<file path="config.mk">
export PLATFORM = sky130hd
export DESIGN_NAME = bitmap_integer_set
export DESIGN_NICKNAME = d
export VERILOG_FILES = /design/src/design/bis_pkg.sv /design/src/design/bitmap_integer_set.sv /design/src/design/bis_ram.sv /design/src/design/bis_ctrl.sv /design/src/design/bis_dp.sv
export SDC_FILE = /design/constraint.sdc
export NUM_CORES = 2
export LEC_CHECK = 0
export BUFFER_PORTS_ARGS = -buffer_cell sky130_fd_sc_hd__clkbuf_2
export CORE_MARGIN = 1.5
export CORE_UTILIZATION = 56
export CTS_CLUSTER_SIZE = 8
export DETAILED_ROUTE_END_ITERATION = 10
export PLACE_DENSITY = 0.72
export SLEW_MARGIN = 20
export SYNTH_ARGS = -nofsm -noshare
export SYNTH_HDL_FRONTEND = slang
export SYNTH_SLANG_ARGS = --single-unit
</file>
<file path="constraint.sdc">
create_clock -name clk -period 16.5 [get_ports clk]
set_clock_uncertainty 0.1 [all_clocks]
set_input_delay 4.95 -clock clk [delete_from_list [all_inputs] [get_ports clk]]
set_output_delay 4.95 -clock clk [all_outputs]
set_load 0.05 [all_outputs]
</file>
<file path="src/design/bis_pkg.sv">
// Package for the bitmap integer set: field widths, opcodes and the
// command and status structs between the controller and the datapath.
// No dependencies.
`timescale 1ns / 1ps

package bis_pkg;

	// Number of 32-bit words in the bitmap, used as the default depth.
	localparam int WORD_COUNT_DEFAULT = 128;

	localparam int WORD_W     = 32;
	localparam int BIT_SEL_W  = 5;
	localparam int ELEM_W     = 16;
	localparam int WORD_IDX_W = ELEM_W - BIT_SEL_W;
	localparam int COUNT_W    = 13;
	localparam int OP_W       = 2;

	typedef enum logic [OP_W-1:0] {
		OP_TEST   = 2'd0,
		OP_ADD    = 2'd1,
		OP_REMOVE = 2'd2,
		OP_CLEAR  = 2'd3
	} bis_op_t;

	// Commands from the controller to the datapath.
	typedef struct packed {
		logic accept;      // latch the input word and start the word read
		logic sweep_start; // rewind the clearing address
		logic sweep_step;  // zero one word and advance the clearing address
		logic commit;      // write back the word, update count, load result
	} bis_cmd_t;

	// Status from the datapath to the controller.
	typedef struct packed {
		logic in_is_clear; // the offered input word is a clear
		logic sweep_last;  // the clearing address is at the last word
	} bis_status_t;

endpackage

</file>
<file path="src/design/bitmap_integer_set.sv">
// Top level of the bitmap integer set.
// Depends on bis_pkg, bis_ctrl and bis_dp (which holds bis_ram).
`timescale 1ns / 1ps

// Usage
// The input channel takes one word per accepted handshake (in_valid high,
// in_stall low): an opcode (test, add, remove, clear) and a 16-bit element.
// The element selects bit element mod 32 of bitmap word element/32. Every
// input word produces exactly one result word on the output channel:
// was_member, the member count after the operation, and out_of_range.
// Test, add and remove read the bitmap word from the RAM when the word is
// accepted; at commit, once the output register is free, an add or remove
// that changes the word writes it back and the result is loaded. No new
// word is taken until the last one has committed; the RAM's single
// read-modify-write per word sets that pace. A clear zeroes the words
// one a cycle. After reset the same clearing pass runs with in_stall
// high; the running member count and output valid reset at once.
// A result waits in the output register while the receiver stalls; the
// next input word is still accepted, and its result is held back until
// the register is free.
module bitmap_integer_set #(
	parameter int WORD_COUNT = bis_pkg::WORD_COUNT_DEFAULT
) (
	input  logic                        clk,
	input  logic                        arst_n,
	input  logic                        in_valid,
	output logic                        in_stall,
	input  logic [bis_pkg::OP_W-1:0]    opcode,
	input  logic [bis_pkg::ELEM_W-1:0]  element,
	output logic                        out_valid,
	input  logic                        out_stall,
	output logic                        was_member,
	output logic [bis_pkg::COUNT_W-1:0] member_count,
	output logic                        out_of_range
);

	// Commands and status that join the controller and the datapath.
	bis_pkg::bis_cmd_t    cmd;
	bis_pkg::bis_status_t status;

	// The controller sequences the reset sweep, accepts input words and
	// decides when a result may be loaded into the output register.
	bis_ctrl u_ctrl (
		.clk       (clk),
		.arst_n    (arst_n),
		.in_valid  (in_valid),
		.in_stall  (in_stall),
		.out_valid (out_valid),
		.out_stall (out_stall),
		.status    (status),
		.cmd       (cmd)
	);

	// The datapath holds the bitmap, the running count and the result.
	bis_dp #(
		.WORD_COUNT (WORD_COUNT)
	) u_dp (
		.clk          (clk),
		.arst_n       (arst_n),
		.opcode       (opcode),
		.element      (element),
		.cmd          (cmd),
		.status       (status),
		.was_member   (was_member),
		.member_count (member_count),
		.out_of_range (out_of_range)
	);

endmodule

</file>
<file path="src/design/bis_ram.sv">
// Generic single-port-write, single-port-read RAM with registered read data.
// No dependencies.
`timescale 1ns / 1ps

module bis_ram #(
	parameter int WIDTH = 32,
	parameter int DEPTH = 128,
	localparam int AW = (DEPTH > 1) ? $clog2(DEPTH) : 1
) (
	input  logic             clk,
	input  logic             we,
	input  logic [AW-1:0]    waddr,
	input  logic [WIDTH-1:0] wdata,
	input  logic             re,
	input  logic [AW-1:0]    raddr,
	output logic [WIDTH-1:0] rdata
);

	logic [WIDTH-1:0] mem_q [DEPTH];
	logic [WIDTH-1:0] rdata_q;

	always_ff @(posedge clk) begin
		if (we) begin
			mem_q[waddr] <= wdata;
		end
		if (re) begin
			rdata_q <= mem_q[raddr];
		end
	end

	assign rdata = rdata_q;

endmodule

</file>
<file path="src/design/bis_ctrl.sv">
// Controller state machine of the bitmap integer set.
// Depends on bis_pkg for the command and status structs.
`timescale 1ns / 1ps

module bis_ctrl (
	input  logic                clk,
	input  logic                arst_n,
	input  logic                in_valid,
	output logic                in_stall,
	output logic                out_valid,
	input  logic                out_stall,
	input  bis_pkg::bis_status_t status,
	output bis_pkg::bis_cmd_t   cmd
);

	typedef enum logic [1:0] {
		ST_INIT,
		ST_IDLE,
		ST_SWEEP,
		ST_EXEC
	} state_t;

	state_t state_q;
	logic   out_valid_q;
	logic   out_free;

	assign out_free = !out_valid_q || !out_stall;

	always_comb begin
		cmd = '0;
		case (state_q)
			ST_INIT: begin
				cmd.sweep_step = 1'b1;
			end
			ST_IDLE: begin
				cmd.accept      = in_valid;
				cmd.sweep_start = in_valid && status.in_is_clear;
			end
			ST_SWEEP: begin
				cmd.sweep_step = 1'b1;
			end
			ST_EXEC: begin
				cmd.commit = out_free;
			end
			default: begin
				cmd = '0;
			end
		endcase
	end

	always_ff @(posedge clk or negedge arst_n) begin
		if (!arst_n) begin
			state_q     <= ST_INIT;
			out_valid_q <= 1'b0;
		end else begin
			if (cmd.commit) begin
				out_valid_q <= 1'b1;
			end else if (!out_stall) begin
				out_valid_q <= 1'b0;
			end
			case (state_q)
				ST_INIT: begin
					if (status.sweep_last) begin
						state_q <= ST_IDLE;
					end
				end
				ST_IDLE: begin
					if (in_valid) begin
						state_q <= status.in_is_clear ? ST_SWEEP : ST_EXEC;
					end
				end
				ST_SWEEP: begin
					if (status.sweep_last) begin
						state_q <= ST_EXEC;
					end
				end
				ST_EXEC: begin
					if (out_free) begin
						state_q <= ST_IDLE;
					end
				end
				default: begin
					state_q <= ST_INIT;
				end
			endcase
		end
	end

	assign in_stall  = (state_q != ST_IDLE);
	assign out_valid = out_valid_q;

	// A result only appears out of the execute state.
	a_rise_from_exec: assert property (@(posedge clk) disable iff (!arst_n)
		$rose(out_valid_q) |-> $past(state_q == ST_EXEC))
		else $error("result appeared outside the execute state");

	// A pending operation commits as soon as the receiver is not stalling.
	a_exec_commits: assert property (@(posedge clk) disable iff (!arst_n)
		(state_q == ST_EXEC && !out_stall) |=> (out_valid_q && state_q == ST_IDLE))
		else $error("execute state did not commit");

	// A clear never lets a new input in before its sweep has finished.
	a_sweep_blocks: assert property (@(posedge clk) disable iff (!arst_n)
		(state_q == ST_SWEEP && !status.sweep_last) |=> in_stall)
		else $error("input accepted during clearing sweep");

endmodule

</file>
<file path="src/design/bis_dp.sv">
// Datapath of the bitmap integer set: bitmap RAM, clearing address,
// running member count and result register.
// Depends on bis_pkg and bis_ram.
`timescale 1ns / 1ps

module bis_dp #(
	parameter int WORD_COUNT = bis_pkg::WORD_COUNT_DEFAULT
) (
	input  logic                             clk,
	input  logic                             arst_n,
	input  logic [bis_pkg::OP_W-1:0]         opcode,
	input  logic [bis_pkg::ELEM_W-1:0]       element,
	input  bis_pkg::bis_cmd_t                cmd,
	output bis_pkg::bis_status_t             status,
	output logic                             was_member,
	output logic [bis_pkg::COUNT_W-1:0]      member_count,
	output logic                             out_of_range
);

	localparam int AW = (WORD_COUNT > 1) ? $clog2(WORD_COUNT) : 1;
	localparam logic [bis_pkg::WORD_IDX_W:0] WORD_LIMIT =
		(bis_pkg::WORD_IDX_W + 1)'(WORD_COUNT);
	localparam logic [AW-1:0] LAST_ADDR = AW'(WORD_COUNT - 1);

	bis_pkg::bis_op_t                 op_q;
	logic [bis_pkg::ELEM_W-1:0]       elem_q;
	logic [AW-1:0]                    sweep_addr_q;
	logic [bis_pkg::COUNT_W-1:0]      count_q;
	logic [bis_pkg::COUNT_W-1:0]      count_next;

	logic [bis_pkg::WORD_W-1:0]       rdata;
	logic [bis_pkg::WORD_W-1:0]       wdata;
	logic [bis_pkg::WORD_W-1:0]       bit_mask;
	logic [AW-1:0]                    waddr;
	logic                             we;
	logic                             oor;
	logic                             hit;
	logic                             do_set;
	logic                             do_reset;

	logic                             was_member_q;
	logic [bis_pkg::COUNT_W-1:0]      member_count_q;
	logic                             out_of_range_q;

	bis_ram #(
		.WIDTH (bis_pkg::WORD_W),
		.DEPTH (WORD_COUNT)
	) u_ram (
		.clk   (clk),
		.we    (we),
		.waddr (waddr),
		.wdata (wdata),
		.re    (cmd.accept),
		.raddr (element[bis_pkg::BIT_SEL_W +: AW]),
		.rdata (rdata)
	);

	assign status.in_is_clear = (bis_pkg::bis_op_t'(opcode) == bis_pkg::OP_CLEAR);
	assign status.sweep_last  = (sweep_addr_q == LAST_ADDR);

	always_ff @(posedge clk) begin
		if (cmd.accept) begin
			op_q   <= bis_pkg::bis_op_t'(opcode);
			elem_q <= element;
		end
	end

	// The clearing address is control state: it drives the sweep after reset.
	always_ff @(posedge clk or negedge arst_n) begin
		if (!arst_n) begin
			sweep_addr_q <= '0;
		end else if (cmd.sweep_start) begin
			sweep_addr_q <= '0;
		end else if (cmd.sweep_step) begin
			sweep_addr_q <= sweep_addr_q + AW'(1);
		end
	end

	assign bit_mask = bis_pkg::WORD_W'(1) << elem_q[bis_pkg::BIT_SEL_W-1:0];
	assign oor = (op_q != bis_pkg::OP_CLEAR) &&
		({1'b0, elem_q[bis_pkg::ELEM_W-1:bis_pkg::BIT_SEL_W]} >= WORD_LIMIT);
	assign hit = (op_q != bis_pkg::OP_CLEAR) && !oor && ((rdata & bit_mask) != '0);
	assign do_set   = (op_q == bis_pkg::OP_ADD) && !oor && !hit;
	assign do_reset = (op_q == bis_pkg::OP_REMOVE) && hit;

	always_comb begin
		case (op_q)
			bis_pkg::OP_CLEAR:  count_next = '0;
			bis_pkg::OP_ADD:    count_next = do_set ? count_q + 1'b1 : count_q;
			bis_pkg::OP_REMOVE: count_next = do_reset ? count_q - 1'b1 : count_q;
			default:            count_next = count_q;
		endcase
	end

	assign we    = cmd.sweep_step || (cmd.commit && (do_set || do_reset));
	assign waddr = cmd.sweep_step ? sweep_addr_q : elem_q[bis_pkg::BIT_SEL_W +: AW];
	assign wdata = cmd.sweep_step ? '0 :
		(do_set ? (rdata | bit_mask) : (rdata & ~bit_mask));

	always_ff @(posedge clk or negedge arst_n) begin
		if (!arst_n) begin
			count_q <= '0;
		end else if (cmd.commit) begin
			count_q <= count_next;
		end
	end

	always_ff @(posedge clk) begin
		if (cmd.commit) begin
			was_member_q   <= hit;
			member_count_q <= count_next;
			out_of_range_q <= oor;
		end
	end

	assign was_member   = was_member_q;
	assign member_count = member_count_q;
	assign out_of_range = out_of_range_q;

	// A clear always reports an empty set.
	a_clear_empty: assert property (@(posedge clk) disable iff (!arst_n)
		(cmd.commit && op_q == bis_pkg::OP_CLEAR) |=> (member_count_q == '0 && count_q == '0))
		else $error("clear did not empty the set");

	// An element beyond capacity leaves the count alone and is never a member.
	a_oor_unchanged: assert property (@(posedge clk) disable iff (!arst_n)
		(cmd.commit && oor) |=> (count_q == $past(count_q) && !was_member_q))
		else $error("out of range element changed the set");

	// The sweep and a write back never compete for the write port.
	a_port_clash: assert property (@(posedge clk) disable iff (!arst_n)
		cmd.sweep_step |-> !cmd.commit)
		else $error("sweep and commit in the same cycle");

endmodule

</file>
### After elaboration in Yosys (flattened, before gate mapping)

Memories as Yosys holds them, arrays and structs flattened. A register that Yosys moved wholly into a read port is not among the register bits.
Index checks and enable logic that the tools add are counted.

* bits in registers: 56
* RAM bits: 4096
* input bits: 22
* output and inout bits: 17
* logic and storage cells: 75
* memories: 1

* add/subtract/negate cells: 3
* $lt $le $gt $ge: 1
* eq/ne operators: 15
* shifts and indexed selects: 1
* mux-type cells: 21
* bitwise logic cells: 4
* reduce and logical (&&, ||, !) cells: 20

Memory list
* u_dp.u_ram.mem_q: words 128, bits a word 32, rd ports 1, clocked after memory_dff 1, wr ports 1, RTL line bis_ram.sv:19 `logic [WIDTH-1:0] mem_q [DEPTH];`

Operator list (count)
* bitwise AND 32 bit: 2
* 2-to-1 mux 32 bit: 2
* case mux 13 bit (3 select lines): 1
* inverter 32 bit: 1
* bitwise OR 32 bit: 1
* nonzero test 32 bit: 1
* << shifter 1 x 5 -> 32 bit, first input constant: 1
* 2-to-1 mux 13 bit: 2
* 2-to-1 mux 7 bit: 3
* adder 13 x 1 -> 13 bit, second input constant: 1
* subtractor 13 x 1 -> 13 bit, second input constant: 1
* greater-or-equal comparator 11 x 8 -> 1 bit, second input constant: 1
* == test 2 bit, second input constant: 5
* 2-to-1 mux 2 bit: 5
* logical AND 1 bit: 8
* inequality test 2 bit, second input constant: 4
* case mux 2 bit (4 select lines): 1
* adder 7 x 1 -> 7 bit, second input constant: 1
* == test 7 bit, second input constant: 1
* 2-to-1 mux 1 bit: 7
* inequality test 2 x 1 -> 1 bit, second input constant: 3
* == test 2 x 1 -> 1 bit, second input constant: 2
* zero test 1 bit: 4
* AND reduction 4 bit: 1
* 4 further kinds: 6

### Depth between registers and ports, before layout

* depth after elaboration: 12
* depth in mapped cells: 12
* depth with buffers taken out: 9

### Modules after synthesis

From an unflattened synthesis, not the netlist that was laid out.

* cells, all modules: 6553
* area total of the unflattened synthesis: 161178.3 um2

Modules (own cells, without submodules)
* bis_ram: instances 1, cells each 5990, area an instance 156596.4 um2, seq. area each 123958.9 um2
* bis_dp: instances 1, cells each 541, area an instance 4349.2 um2, seq. area each 1491.4 um2
* bis_ctrl: instances 1, cells each 22, area an instance 232.7 um2, seq. area each 75.1 um2

### Least setup slack after synthesis

OpenSTA, ideal clock, no wires.

* kind: input port to flip-flop
* start: input out_stall
* end: memory u_dp.u_ram.mem_q[100][0], enable pin
* setup time: 0.461 ns
* arrival: 8.170 ns
* data required time: 15.939 ns
* setup slack: 7.769 ns
* stages on the path: 9
* buffers on the path: 2
* cells stage by stage: nand2_1 nand2_1 inv_1 nand3_1 a21oi_2 a311oi_2 buf_4 buf_6 nor3_1

* longest elaborated chain between the ends: 7

RTL lines
* start: declaration: RTL line bitmap_integer_set.sv:31 `input logic out_stall,`
* zero test 1 bit: RTL line bis_ctrl.sv:27 `assign out_free = !out_valid_q || !out_stall;`
* logical OR 1 bit: RTL line bis_ctrl.sv:27
* 2-to-1 mux 1 bit: RTL line bis_ctrl.sv:31 `case (state_q)`
* logical AND 1 bit: RTL line bis_dp.sv:95 `assign we = cmd.sweep_step || (cmd.commit && (do_set || do_reset));`
* logical OR 1 bit: RTL line bis_dp.sv:95
* 2-to-1 mux 1 bit: RTL line bis_ram.sv:23 `if (we) begin`
* 2-to-1 mux 1 bit (not written as such): RTL line bis_ram.sv:24 `mem_q[waddr] <= wdata;`
* end: declaration: RTL line bis_ram.sv:19

Every way passes these cells.

==> results.md <==
- Pin count of the biggest net entering global routing: 116
- Initial DRC count: 12100
- CTS Buffer Depth: 4
- Yosys reg bits: 4184
- Hold Fails Final Rpt: 0
- Area grow syn2layout: 13.9%
- Distinct cells, synth: 72
- Slowest cell on the critical path: buf_4
- Clock share of power: 39.2%
- M1 WL: 148000 um
- Global-route wire length before repair: 598000 um
- Combinational share of power: 11.8%
- Maximum capacitance violations: 0
- CP Buf/Inv Count: 4
- Top delay family on crit path: buffers and inverters
- Sw frac: 25.3%
- Die area: 291000 sq um
- Seq pwr share: 49.0%
- Drt wl/cell: 38.8 um
- Final min period: 9.52 ns
- Internal power: 20.4 mW
- FF-to-FF path depth: 10
- Area of the multi-input gates: 34900 sq um
- RSZ-0062 raised after global routing: false
- # hold bufs at CTS: 0
- Top cell type's share of synthesized area: 77.5%
- Initial antenna violation count: 15
- Place WS: 5.91 ns
- Die Width: 540 um
- Crit Path Max Fanout: 90
- Post-synth EDFFs: 4161
- Reg2Reg Setup Slack: 10.25 ns
- WP depth: 8
- PnR worst setup slack: 6.98 ns
- Core ar.: 286000 sq um
- Post-CTS Resized: 0
- Vias in the first global route: 79700
- Hold Crit Endpoint: u_ctrl.out_valid$_DFFE_PN0P_
- Tot GR Track Use: 29.4%
- Highest routed layer: met5
- Peak Freq: 105 MHz
- Run status: complete, no violations
- Hold_ws: 0.460 ns
- Fin crit share: 57.7%
- Clock Sinks: 4184
- Cell repeated most along the worst path: buf_4
- Sw Pwr: 6.92 mW
- Metal2 WL: 207000 um
- Vert. Die Dim: 540 um
- I/O Pins: 39
- Crit-path max cell delay: 0.87 ns
- Layout cells sized above 1: 33.6%
- VDD IR max: 0.000126 V
- Vias: 77800
- TritonCTS Buffers: 597
- Synth Instances: 6605
- Gpl congestion: 0.870
- Hold Crit Class: reg -> reg
- CP Cell Sequence: buf_8 -> buf_4 -> buf_4 -> buf_4 -> mux4_2 -> mux4_2 -> mux2i_1 -> a221oi_1
- Max Transition Viols Final: 0
- Final instance area: 184000 sq um
- Antenna-violating nets left: 0
- Synth area leaders: edfxtp_1, mux4_2, mux2i_1, buf_2, nor3_1
- Reg area: 126000 sq um
- Final WL: 426000 um
- Detailed placement HPWL: 206000 um
- Syn_area_per_cell: 24.4 sq um
- DRC: 0
- Clk Latency, worst-skew pair: 0.96 ns
- Post-CTS Setup Inserts: 0
- Worst-margin pin slew: 1.19 ns
- CP Data Arrival Time: 10.05 ns
- Post-synth top area cell: edfxtp_1
- Reg2reg end: u_dp.u_ram.mem_q[59][0]$_DFFE_PP_
- WHS Path Cells: 2
- Yosys warnings: 0
- Startpoint Class: primary input
- Clk slew on worst S/H paths: 0.05 ns
- GR Overflow Total: 0
- Top FF cell, synth: edfxtp_1
- Post-synthesis async set-or-reset flop share: 0.550%
- Final setup fails: 0
- Critical path class: in -> reg
- Vias per cell: 7.08
- Final net count: 7164
- TritonRoute pass-1 iters: 6
- Required @ worst endpoint: 17.03 ns
- Cell row count: 196
- CTS tree: built
- Sequential area share after synthesis: 77.8%
- CP endpoint kind: flip-flop
- Total power: 27.4 mW
- Leak: 57.6 nW
- Root buf cell: clkbuf_16
- Synth Cell Area: 161000 sq um
- Fill cells: 17500
- Max_slew headroom: 18.7%
- H-tree lvl count: 6
- Placed inst area: 168000 sq um
- Min-delay src: u_ctrl.out_valid$_DFFE_PN0P_
- Initial Utilization: 56.5%
- IO buf count: 38
- FF-to-FF Start: u_ctrl.state_q[0]$_DFFE_PN0P_
- DR WL met3: 49500 um
- P per Cell Area: 149 nW/um^2
- Setup TNS Final: 0 ns
- Syn_nets: 6634
==> worst reg2reg max path, stage by stage (launching register included) <==
cell      delay, ns
dfrtp_1        0.73
ha_1           0.61
nand2_1        0.50
inv_1          0.95
nand3_1        0.25
a21oi_2        0.21
a311oi_4       0.07
buf_4          0.45
buf_4          0.70
nor3_2         0.63
buf_4          0.58
==> power by group through the flow <==
stage	Clock, mW	Combinational, mW	Sequential, mW
after floorplan	0	1.63	13.8
after global placement	0	2.94	13.6
after detailed placement	0	3.12	13.6
after CTS	10.8	3.14	13.4
after global routing	11.3	3.34	13.4
final	10.7	3.23	13.4
==> per-layer routing <==
metal / up-vias / GRT usage, %
met4: 6 / 13.6
met1: 41700 / 39.2
met5: - / 0
met2: 5646 / 46.9
met3: 901 / 6.65
li1: 29600 / -
==> sequential cells by signal (all words and copies together) (netlist names), 2 cells and up <==
signal,flops
u_dp.member_count,13
u_ctrl.state_q,2
u_dp.u_ram.mem_q,4096
u_dp.u_ram.rdata,32
u_dp.count_q,13
u_dp.elem_q,16
u_dp.sweep_addr_q,7
u_dp.op_q,2
==> how the worst max path moves through the flow <==
stage,startpoint,end,slack (ns)
6_report,element[6],u_dp.u_ram.rdata[10]$_DFFE_PP_,6.98
2_1_floorplan,out_stall,u_dp.u_ram.mem_q[100][0]$_DFFE_PP_,7.77
5_1_grt,element[5],u_dp.u_ram.rdata[2]$_DFFE_PP_,6.67
4_1_cts,element[5],u_dp.u_ram.rdata[18]$_DFFE_PP_,6.94
3_3_place_gp,element[5],u_dp.u_ram.rdata[2]$_DFFE_PP_,5.95
3_5_place_dp,element[5],u_dp.u_ram.rdata[2]$_DFFE_PP_,5.91
==> cells in the mapped netlist (all sizes together), types with 4 or more instances <==
master / instances
edfxtp: 4161
mux4: 1281
buf: 201
clkbuf: 175
mux2i: 167
nor3: 140
nor2: 88
nand2: 67
a221oi: 33
a22o: 33
o21ai: 24
dfrtp: 23
a21oi: 22
nand3: 19
inv: 14
nand3b: 14
and3: 9
or3: 9
mux2: 8
a211oi: 7
ha: 7
nand4: 7
nor4: 7
or2: 7
nand2b: 6
o211ai: 6
and2: 5
o22a: 5
a2111oi: 4
a31oi: 4
xor2: 4
==> cells in the final DEF, fill, tap and decap left out, drive strengths merged, types with 3 or more instances in the layout <==
cell	count
a211oi	7
a2111oi	4
o22a	5
nor2b	3
nor2	88
nand3	19
nand4	7
o211ai	6
dfrtp	23
nor4	7
mux4	1281
clkinv	19
diode	4
xor2	4
nand2b	6
mux2	8
nand2	67
a32oi	3
ha	7
o31ai	3
mux2i	167
a221oi	33
nand3b	14
edfxtp	4161
and3	9
clkbuf	678
a22o	33
nor3	140
a2bb2oi	3
a21oi	22
o21ai	24
buf	274
and2	5
or3b	3
or3	9
inv	35
a31oi	4
or2	7
==> through the flow <==
step | utilization [%] | instances
final | 64.3 | 11000
after floorplan | - | 6605
after global placement | 58.6 | 10300
after global routing | 64.3 | 11000
after CTS | 64.2 | 11000
after detailed placement | 58.7 | 10300
==> layout make-up <==
class	instances	share of cell area, %
diodes	4	0.00545
clock buffers	645	8.35
clock inverters	40	0.319
inverters	14	0.0286
multi-input cells	2031	19.0
flip-flops and latches	4184	68.4
well taps	3762	2.56
repair buffers	307	1.35
==> cell families after synthesis <==
family / after synthesis / synth area share (%)
and+or+nand+nor: 391 / 1.19
AOI/OAI and AO/OA: 171 / 0.825
xor gates and xnor gates: 6 / 0.0326
muxes: 1456 / 19.0
adders and majority gates: 7 / 0.0543
DFF: 4184 / 77.8
buffers and inverters: 390 / 1.09
No activity file was read; power rests on OpenSTA's default activity.
